<file path="src/rtl/led_bpc_pkg.sv">
package led_bpc_pkg;

  // Interval timer width; any value from 8 to 32 works.
  localparam int TimerWidth = 16;

  localparam int ModeWidth   = 3;
  localparam int CountWidth  = 9;
  localparam int GroupWidth  = 8;
  localparam int PeriodWidth = 16;
  localparam int NumberWidth = 15;
  localparam int CfgIdxWidth = 2;
  localparam int InTdataWidth  = 16;
  localparam int OutTdataWidth = 8;

  // Width used to compare a raw interval against the timer range.
  localparam int LimWidth = (TimerWidth > NumberWidth + 2) ? TimerWidth : NumberWidth + 2;

  localparam logic [ModeWidth-1:0] ModeOff    = 3'd0;
  localparam logic [ModeWidth-1:0] ModeOn     = 3'd1;
  localparam logic [ModeWidth-1:0] ModeSlow   = 3'd2;
  localparam logic [ModeWidth-1:0] ModeQuick  = 3'd3;
  localparam logic [ModeWidth-1:0] ModeNumber = 3'd4;

  localparam logic KindTick    = 1'b0;
  localparam logic KindCommand = 1'b1;

  localparam logic [CfgIdxWidth-1:0] CfgSlowPeriod   = 2'd0;
  localparam logic [CfgIdxWidth-1:0] CfgQuickPeriod  = 2'd1;
  localparam logic [CfgIdxWidth-1:0] CfgNumberPeriod = 2'd2;

  localparam logic [PeriodWidth-1:0] SlowPeriodReset   = 16'd500;
  localparam logic [PeriodWidth-1:0] QuickPeriodReset  = 16'd100;
  localparam logic [NumberWidth-1:0] NumberPeriodReset = 15'd200;

  typedef struct packed {
    logic [ModeWidth-1:0]  mode;
    logic                  led;
    logic [TimerWidth-1:0] ticks;
    logic [CountWidth-1:0] count;
    logic [GroupWidth-1:0] group;
  } led_state_t;

  typedef struct packed {
    logic                  kind;
    logic [ModeWidth-1:0]  mode;
    logic [GroupWidth-1:0] blink_total;
  } led_req_t;

  typedef struct packed {
    logic [PeriodWidth-1:0] slow_period;
    logic [PeriodWidth-1:0] quick_period;
    logic [NumberWidth-1:0] number_period;
  } led_cfg_t;

  // Saturate a raw interval to the timer range.
  function automatic logic [TimerWidth-1:0] timer_limit(logic [NumberWidth+1:0] v);
    logic [LimWidth-1:0] wide;
    logic [LimWidth-1:0] top;
    wide = LimWidth'(v);
    top  = LimWidth'({TimerWidth{1'b1}});
    return (wide > top) ? {TimerWidth{1'b1}} : wide[TimerWidth-1:0];
  endfunction

endpackage

</file>
<file path="src/rtl/led_blink_pattern_controller_top.sv">
// LED blink pattern controller.
// Input stream: each request is a time tick (s_axis_tuser = 0) or a mode
// command (s_axis_tuser = 1) carrying the mode and, for blink-number, the
// number of blinks per group. Every request yields exactly one result on the
// output stream: the LED level and the active mode after that request.
// Configuration channel: cfg_valid_i/cfg_ready_o with a register index
// (0 slow period, 1 quick period, 2 number period) and 16-bit data; writes
// are always taken and other indexes are dropped. Write only while idle.
// Results are registered in the output register, or in the skid register
// while the receiver stalls. Throughput: one request per cycle while the
// skid register is empty; the whole update of the mode, LED, interval timer
// and toggle count is one pass of logic between state and result registers.
// Stall: an output register plus one skid register hold results while the
// receiver stalls; s_axis_tready drops only once the skid holds a result.
// Reset: mode off, LED dark, timer and counts cleared, periods back to
// 500, 100 and 200 ticks, both result registers empty.
module led_blink_pattern_controller_top import led_bpc_pkg::*; (
  input  logic                     clk_i,
  input  logic                     rst_ni,
  input  logic                     s_axis_tvalid,
  output logic                     s_axis_tready,
  // [2:0] mode, [10:3] blink_total, [15:11] zero
  input  logic [InTdataWidth-1:0]  s_axis_tdata,
  // [0] kind
  input  logic                     s_axis_tuser,
  output logic                     m_axis_tvalid,
  input  logic                     m_axis_tready,
  // [0] led_level, [3:1] active_mode, [7:4] zero
  output logic [OutTdataWidth-1:0] m_axis_tdata,
  input  logic                     cfg_valid_i,
  output logic                     cfg_ready_o,
  input  logic [CfgIdxWidth-1:0]   cfg_index_i,
  input  logic [PeriodWidth-1:0]   cfg_data_i
);

  led_cfg_t   cfg_q;
  led_state_t state_q;
  led_state_t state_d;
  led_req_t   req;

  logic                     accept;
  logic                     out_valid_q;
  logic                     out_valid_d;
  logic [OutTdataWidth-1:0] out_data_q;
  logic [OutTdataWidth-1:0] out_data_d;
  logic                     skid_valid_q;
  logic                     skid_valid_d;
  logic [OutTdataWidth-1:0] skid_data_q;
  logic [OutTdataWidth-1:0] skid_data_d;
  logic [OutTdataWidth-1:0] result;

  assign req.kind        = s_axis_tuser;
  assign req.mode        = s_axis_tdata[2:0];
  assign req.blink_total = s_axis_tdata[10:3];

  // Hold off new requests only while the skid slot is occupied.
  assign s_axis_tready = ~skid_valid_q;
  assign accept        = s_axis_tvalid & s_axis_tready;
  assign cfg_ready_o   = 1'b1;

  // Register writes.
  always_ff @(posedge clk_i or negedge rst_ni) begin
    if (!rst_ni) begin
      cfg_q.slow_period   <= SlowPeriodReset;
      cfg_q.quick_period  <= QuickPeriodReset;
      cfg_q.number_period <= NumberPeriodReset;
    end else if (cfg_valid_i) begin
      unique case (cfg_index_i)
        CfgSlowPeriod:   cfg_q.slow_period   <= cfg_data_i;
        CfgQuickPeriod:  cfg_q.quick_period  <= cfg_data_i;
        CfgNumberPeriod: cfg_q.number_period <= cfg_data_i[NumberWidth-1:0];
        default: ;
      endcase
    end
  end

  led_bpc_step u_step (
    .state_i (state_q),
    .req_i   (req),
    .cfg_i   (cfg_q),
    .state_o (state_d)
  );

  // Advance the controller state on every accepted request.
  always_ff @(posedge clk_i or negedge rst_ni) begin
    if (!rst_ni) begin
      state_q <= '0;
    end else if (accept) begin
      state_q <= state_d;
    end
  end

  assign result = OutTdataWidth'({state_d.mode, state_d.led});

  // Output register with one skid slot behind it.
  always_comb begin
    out_valid_d  = out_valid_q;
    out_data_d   = out_data_q;
    skid_valid_d = skid_valid_q;
    skid_data_d  = skid_data_q;
    if (!out_valid_q || m_axis_tready) begin
      // Output slot frees up: drain the skid first, else take the new result.
      out_valid_d  = skid_valid_q | accept;
      out_data_d   = skid_valid_q ? skid_data_q : result;
      skid_valid_d = 1'b0;
    end else if (accept) begin
      // Receiver stalls: park the new result in the skid slot.
      skid_valid_d = 1'b1;
      skid_data_d  = result;
    end
  end

  always_ff @(posedge clk_i or negedge rst_ni) begin
    if (!rst_ni) begin
      out_valid_q  <= 1'b0;
      skid_valid_q <= 1'b0;
    end else begin
      out_valid_q  <= out_valid_d;
      skid_valid_q <= skid_valid_d;
    end
  end

  always_ff @(posedge clk_i) begin
    out_data_q  <= out_data_d;
    skid_data_q <= skid_data_d;
  end

  assign m_axis_tvalid = out_valid_q;
  assign m_axis_tdata  = out_data_q;

`ifndef ASSERT_OFF
  a_skid_behind_out: assert property (@(posedge clk_i) disable iff (!rst_ni)
    skid_valid_q |-> out_valid_q)
    else $error("skid slot holds a result while the output register is empty");

  a_stall_parks: assert property (@(posedge clk_i) disable iff (!rst_ni)
    (accept && out_valid_q && !m_axis_tready) |=> skid_valid_q)
    else $error("request accepted under stall was not parked");

  a_steady_no_timer: assert property (@(posedge clk_i) disable iff (!rst_ni)
    (state_q.mode == ModeOff || state_q.mode == ModeOn) |-> (state_q.ticks == '0))
    else $error("interval timer loaded outside the blink modes");

  a_mode_legal: assert property (@(posedge clk_i) disable iff (!rst_ni)
    m_axis_tvalid |-> (m_axis_tdata[3:1] <= ModeNumber))
    else $error("result carries an undefined mode");
`endif

endmodule

</file>
<file path="src/rtl/led_bpc_step.sv">
module led_bpc_step import led_bpc_pkg::*; (
  input  led_state_t state_i,
  input  led_req_t   req_i,
  input  led_cfg_t   cfg_i,
  output led_state_t state_o
);

  logic [TimerWidth-1:0] slow_ivl;
  logic [TimerWidth-1:0] quick_ivl;
  logic [TimerWidth-1:0] num_ivl;
  logic [TimerWidth-1:0] num_pause_ivl;
  logic [TimerWidth-1:0] tick_ivl;
  logic                  blinking;
  logic [CountWidth-1:0] count_inc;
  logic [CountWidth-1:0] count_wrap;

  assign slow_ivl      = timer_limit((NumberWidth+2)'(cfg_i.slow_period));
  assign quick_ivl     = timer_limit((NumberWidth+2)'(cfg_i.quick_period));
  assign num_ivl       = timer_limit((NumberWidth+2)'(cfg_i.number_period));
  assign num_pause_ivl = timer_limit({1'b0, cfg_i.number_period, 1'b0});

  assign blinking   = (state_i.mode == ModeSlow) || (state_i.mode == ModeQuick) ||
                      (state_i.mode == ModeNumber);
  assign count_inc  = state_i.count + CountWidth'(1);
  assign count_wrap = ({state_i.group, 1'b0} <= count_inc) ? '0 : count_inc;

  // Next interval as chosen from the mode and the count before it advances.
  always_comb begin
    case (state_i.mode)
      ModeSlow:  tick_ivl = slow_ivl;
      ModeQuick: tick_ivl = quick_ivl;
      default:   tick_ivl = (state_i.count == '0) ? num_pause_ivl : num_ivl;
    endcase
  end

  always_comb begin
    state_o = state_i;
    if (req_i.kind == KindCommand) begin
      case (req_i.mode) inside
        ModeOff, ModeOn: begin
          if (state_i.mode != req_i.mode) begin
            state_o.mode  = req_i.mode;
            state_o.led   = (req_i.mode == ModeOn);
            state_o.ticks = '0;
          end
        end
        ModeSlow, ModeQuick: begin
          if (state_i.mode != req_i.mode) begin
            state_o.mode  = req_i.mode;
            state_o.count = '0;
            state_o.led   = ~state_i.led;
            state_o.ticks = (req_i.mode == ModeSlow) ? slow_ivl : quick_ivl;
          end
        end
        ModeNumber: begin
          state_o.mode  = ModeNumber;
          state_o.group = req_i.blink_total;
          state_o.count = '0;
          state_o.led   = 1'b1;
          state_o.ticks = num_pause_ivl;
        end
        default: ;
      endcase
    end else if (blinking) begin
      if (state_i.ticks > TimerWidth'(1)) begin
        state_o.ticks = state_i.ticks - TimerWidth'(1);
      end else begin
        state_o.ticks = tick_ivl;
        state_o.led   = ~state_i.led;
        if (state_i.mode == ModeNumber) begin
          state_o.count = count_wrap;
        end
      end
    end
  end

endmodule
</file>
<file path="config.mk">
export PLATFORM = sky130hd
export DESIGN_NAME = led_blink_pattern_controller_top
export DESIGN_NICKNAME = d
export VERILOG_FILES = /design/src/rtl/led_bpc_pkg.sv /design/src/rtl/led_blink_pattern_controller_top.sv /design/src/rtl/led_bpc_step.sv
export SDC_FILE = /design/constraint.sdc
export NUM_CORES = 1
export LEC_CHECK = 0
export BUFFER_PORTS_ARGS = -buffer_cell sky130_fd_sc_hd__buf_4
export CAP_MARGIN = 10
export CELL_PAD_IN_SITES_DETAIL_PLACEMENT = 0
export CELL_PAD_IN_SITES_GLOBAL_PLACEMENT = 1
export CORE_MARGIN = 2
export CORE_UTILIZATION = 49
export CTS_BUF_LIST = sky130_fd_sc_hd__clkbuf_8
export CTS_CLUSTER_DIAMETER = 120
export DETAILED_ROUTE_END_ITERATION = 6
export GPL_TIMING_DRIVEN = 0
export PLACE_DENSITY_LB_ADDON = 0.1
export SKIP_CTS_REPAIR_TIMING = 1
export SLEW_MARGIN = 0
export SYNTH_ARGS = -nofsm -noshare
export SYNTH_HDL_FRONTEND = slang
export SYNTH_SLANG_ARGS = --single-unit
export TNS_END_PERCENT = 1
</file>
<file path="constraint.sdc">
create_clock -name clk_i -period 3.1 [get_ports clk_i]
set_input_delay 0.31 -clock clk_i [delete_from_list [all_inputs] [get_ports clk_i]]
set_output_delay 0.31 -clock clk_i [all_outputs]
set_load 0.05 [all_outputs]
</file>
==> impl_metrics.tcl <==
set metrics [dict create \
    grt_pass1_wl_um 22630 \
    yosysWarnings 0 \
    ys_top_cells_by_area "dfrtp_1, mux2_2, mux2i_1" \
    drt_wl_total_um 14050 \
    grt_overflow 0 \
    met1_usage_pct 36.85 \
    cp_slowest_cell "dfrtp_2" \
    netlist_area_um2 5525 \
    crit_type "reg2reg" \
    fin_tns_setup_ns 0 \
    switching_share_pct 39.31 \
    cts.reportedPaths.clkPinSlew_ns 0.11 \
    yosys.area.top_type "dfrtp_1" \
    yosys.area_share.simple_pct 13.86 \
    n_fill_cell 984 \
    grt_use_met2_pct 36.90 \
    max_freq_ghz 0.3425 \
    clockBufferDepth 2 \
    drive_gt1_share_pct 25.63 \
    ioPinCount 51 \
    antenna_found_initial 0 \
    p_seq_share_pct 44.6 \
    whs_ns 0.09919 \
    yosysSeqAreaShare_pct 43.57 \
    cts-root-buf "clkbuf_8" \
    p_total_mw 4.028 \
    synth_edf_count 8 \
    synth_xor_area_share_pct 1.744 \
    timing.final.crit_share_pct 94.18 \
    post-place-ws_ns -0.09082 \
    syn_area_per_cell_um2 10.25 \
    startpoint "state_q[8]" \
    power_per_cell_area_nw_per_um2 648.8 \
    route.detailed.drc 0 \
    slowest_delay_ns 0.47 \
    fp.dieW_um 110.2 \
    cts-buffers-inserted 9 \
    drtIter0Drc 296 \
    slew-limit-headroom_pct 26.57 \
    rsz0062_at_grt "no" \
    insertion_delay_ns 0.39 \
    cts_max_level 3 \
    vdd_drop_max_uv 354.1 \
    timing.rr.start "state_q[8]" \
    fp.dieH_um 110.2 \
    maxCapViolations 0 \
    grt_usage_pct 24.61 \
    clock_skew_ns 0.009948 \
    fin_crit_ns 2.920 \
    final_hold_viol_count 0 \
    synth.top_cells.by_count "dfrtp_1, mux2_2, nand2_1" \
    ant_nets 0 \
    setup_viol 0 \
    start_util_pct 50.53 \
    switchingPower_mw 1.584 \
    cts_tree "built" \
    dieArea_um2 12140 \
    crit_fanout 10 \
    vias 4412 \
    cp-start-kind "register" \
    hpwlAfterDp_um 10150 \
    critPathArrivalTime_ns 3.21 \
    synth_top_family_by_area "multiplexers" \
    synth_top_area_share_pct 33.51 \
    synth_most_common_cell "dfrtp_1" \
    synth_ff_type "dfrtp_1" \
    portBuffers 39 \
    combPwrFrac_pct 35.3 \
    leakage_nw 2.596 \
    fp-row-count 38 \
    top_usage_layer "met2" \
    ys_async_sr_fraction_pct 91.49 \
    syn2layout_area_growth_pct 12.36 \
    viasPerCell 5.986 \
    antennaDiodeCount 0 \
    path_buf_inv 2 \
    grt_pass1_vias 4242 \
    worstPathRequired_ns 3.39 \
    synth-adder-area-share_pct 2.717 \
    hold_path_class "in2async" \
    place_congestion 0.9152 \
    yosysUniqueCellTypes 58 \
    synthCells 539 \
    timing.final.max_slew_violations 0 \
    synth_compound_area_share_pct 15.06 \
    worst_slack_ns 0.1805 \
    synth-seq-cells 94 \
    clock_power_share_pct 20.1 \
    clock_sinks 94 \
    muxShareOfSynthArea_pct 19.43 \
    first_pass_iters 4 \
    crit_chain "inv_1 -> ha_1 -> nor4b_1 -> nand2_1 -> clkbuf_1 -> mux2_2 -> o211ai_1 -> o2111ai_1 -> a22o_1" \
    cp-end-kind "register" \
    cp_top_family "simple AND/OR/NAND/NOR gates" \
    core_region_area_um2 10940 \
    intPower_mw 2.445 \
    tightest_slew_ns 1.101 \
    final_util_pct 56.77 \
    use_met3_pct 3.057 \
    grt_max_degree 87 \
    outcome "finished clean" \
    nets 644 \
    wl_per_cell_um 19.06 \
]
[final timing paths]
check	end	slack, ns	depth (start not counted)
min	state_q[5]	0.1	1
min in group clk_i	state_q[3]	0.15	2
min reg2reg	state_q[4]	0.52	1
max	state_q[24]	0.18	9
max in group asynchronous	state_q[8]	2.25	1
max reg2reg	state_q[24]	0.18	9
[area by class of cell]
cell class	count	area [um2]	share of cell area, %
buffer	32	147.6	2.378
inverter	12	45.04	0.7255
tap	140	175.2	2.821
clock buffer	9	123.9	1.995
timing repair buffer	39	292.8	4.716
clock inverter	7	57.56	0.9270
sequential	94	2409	38.79
multi-input combinational	404	2958	47.64
[layer usage]
metal / part of all wire, % / up-vias
met5: 0 / -
met1: 49 / 2186
met4: 2.0 / 0
met2: 44 / 122
met3: 4.5 / 21
li1: - / 2083
[per-stage QoR]
| step | instance area [um2] | instances |
|---|---|---|
| 6_report | 6208 | 737 |
| 4_1_cts | 6186 | 737 |
| 5_1_grt | 6208 | 737 |
| 2_1_floorplan | 5537 | 542 |
| 3_5_place_dp | 6005 | 721 |
| 3_3_place_gp | 6005 | 721 |
[cells in the final DEF, fill, tap and decap left out, drive strengths merged, types with 4 or more instances in the layout]
cell	n
a211oi	5
a21oi	27
a22o	11
a31oi	8
and2	4
and3	4
buf	53
clkbuf	27
conb	5
dfrtp	74
dfstp	12
edfxtp	8
ha	12
inv	15
mux2	66
mux2i	33
nand2	49
nand2b	7
nand3	14
nor2	33
nor2b	7
nor3	4
nor4	9
o211ai	15
o21ai	36
o22ai	5
xnor2	4
xor2	7
[logic make-up after synthesis]
group,Yosys count
buf+inv,44
flops,94
other cells,2
fa+ha+maj,12
compound gates,129
simple gates,148
xor+xnor,11
mux,99
[state kept, by name, summed over array words and instances (netlist names)]
signal / count
cfg_q: 47
m_axis_tdata: 4
m_axis_tvalid: 1
skid_data_q: 4
skid_valid_q: 1
state_q: 37
[power groups by stage]
| stage | Combinational, mW | Clock, mW | Sequential (mW) |
|---|---|---|---|
| floorplan | 1.01 | 0 | 1.76 |
| global placement | 1.36 | 0 | 1.80 |
| detailed placement | 1.38 | 0 | 1.81 |
| CTS | 1.39 | 0.812 | 1.79 |
| global route | 1.55 | 0.860 | 1.84 |
| finish | 1.42 | 0.808 | 1.80 |
(Power assumes the default switching activity.)
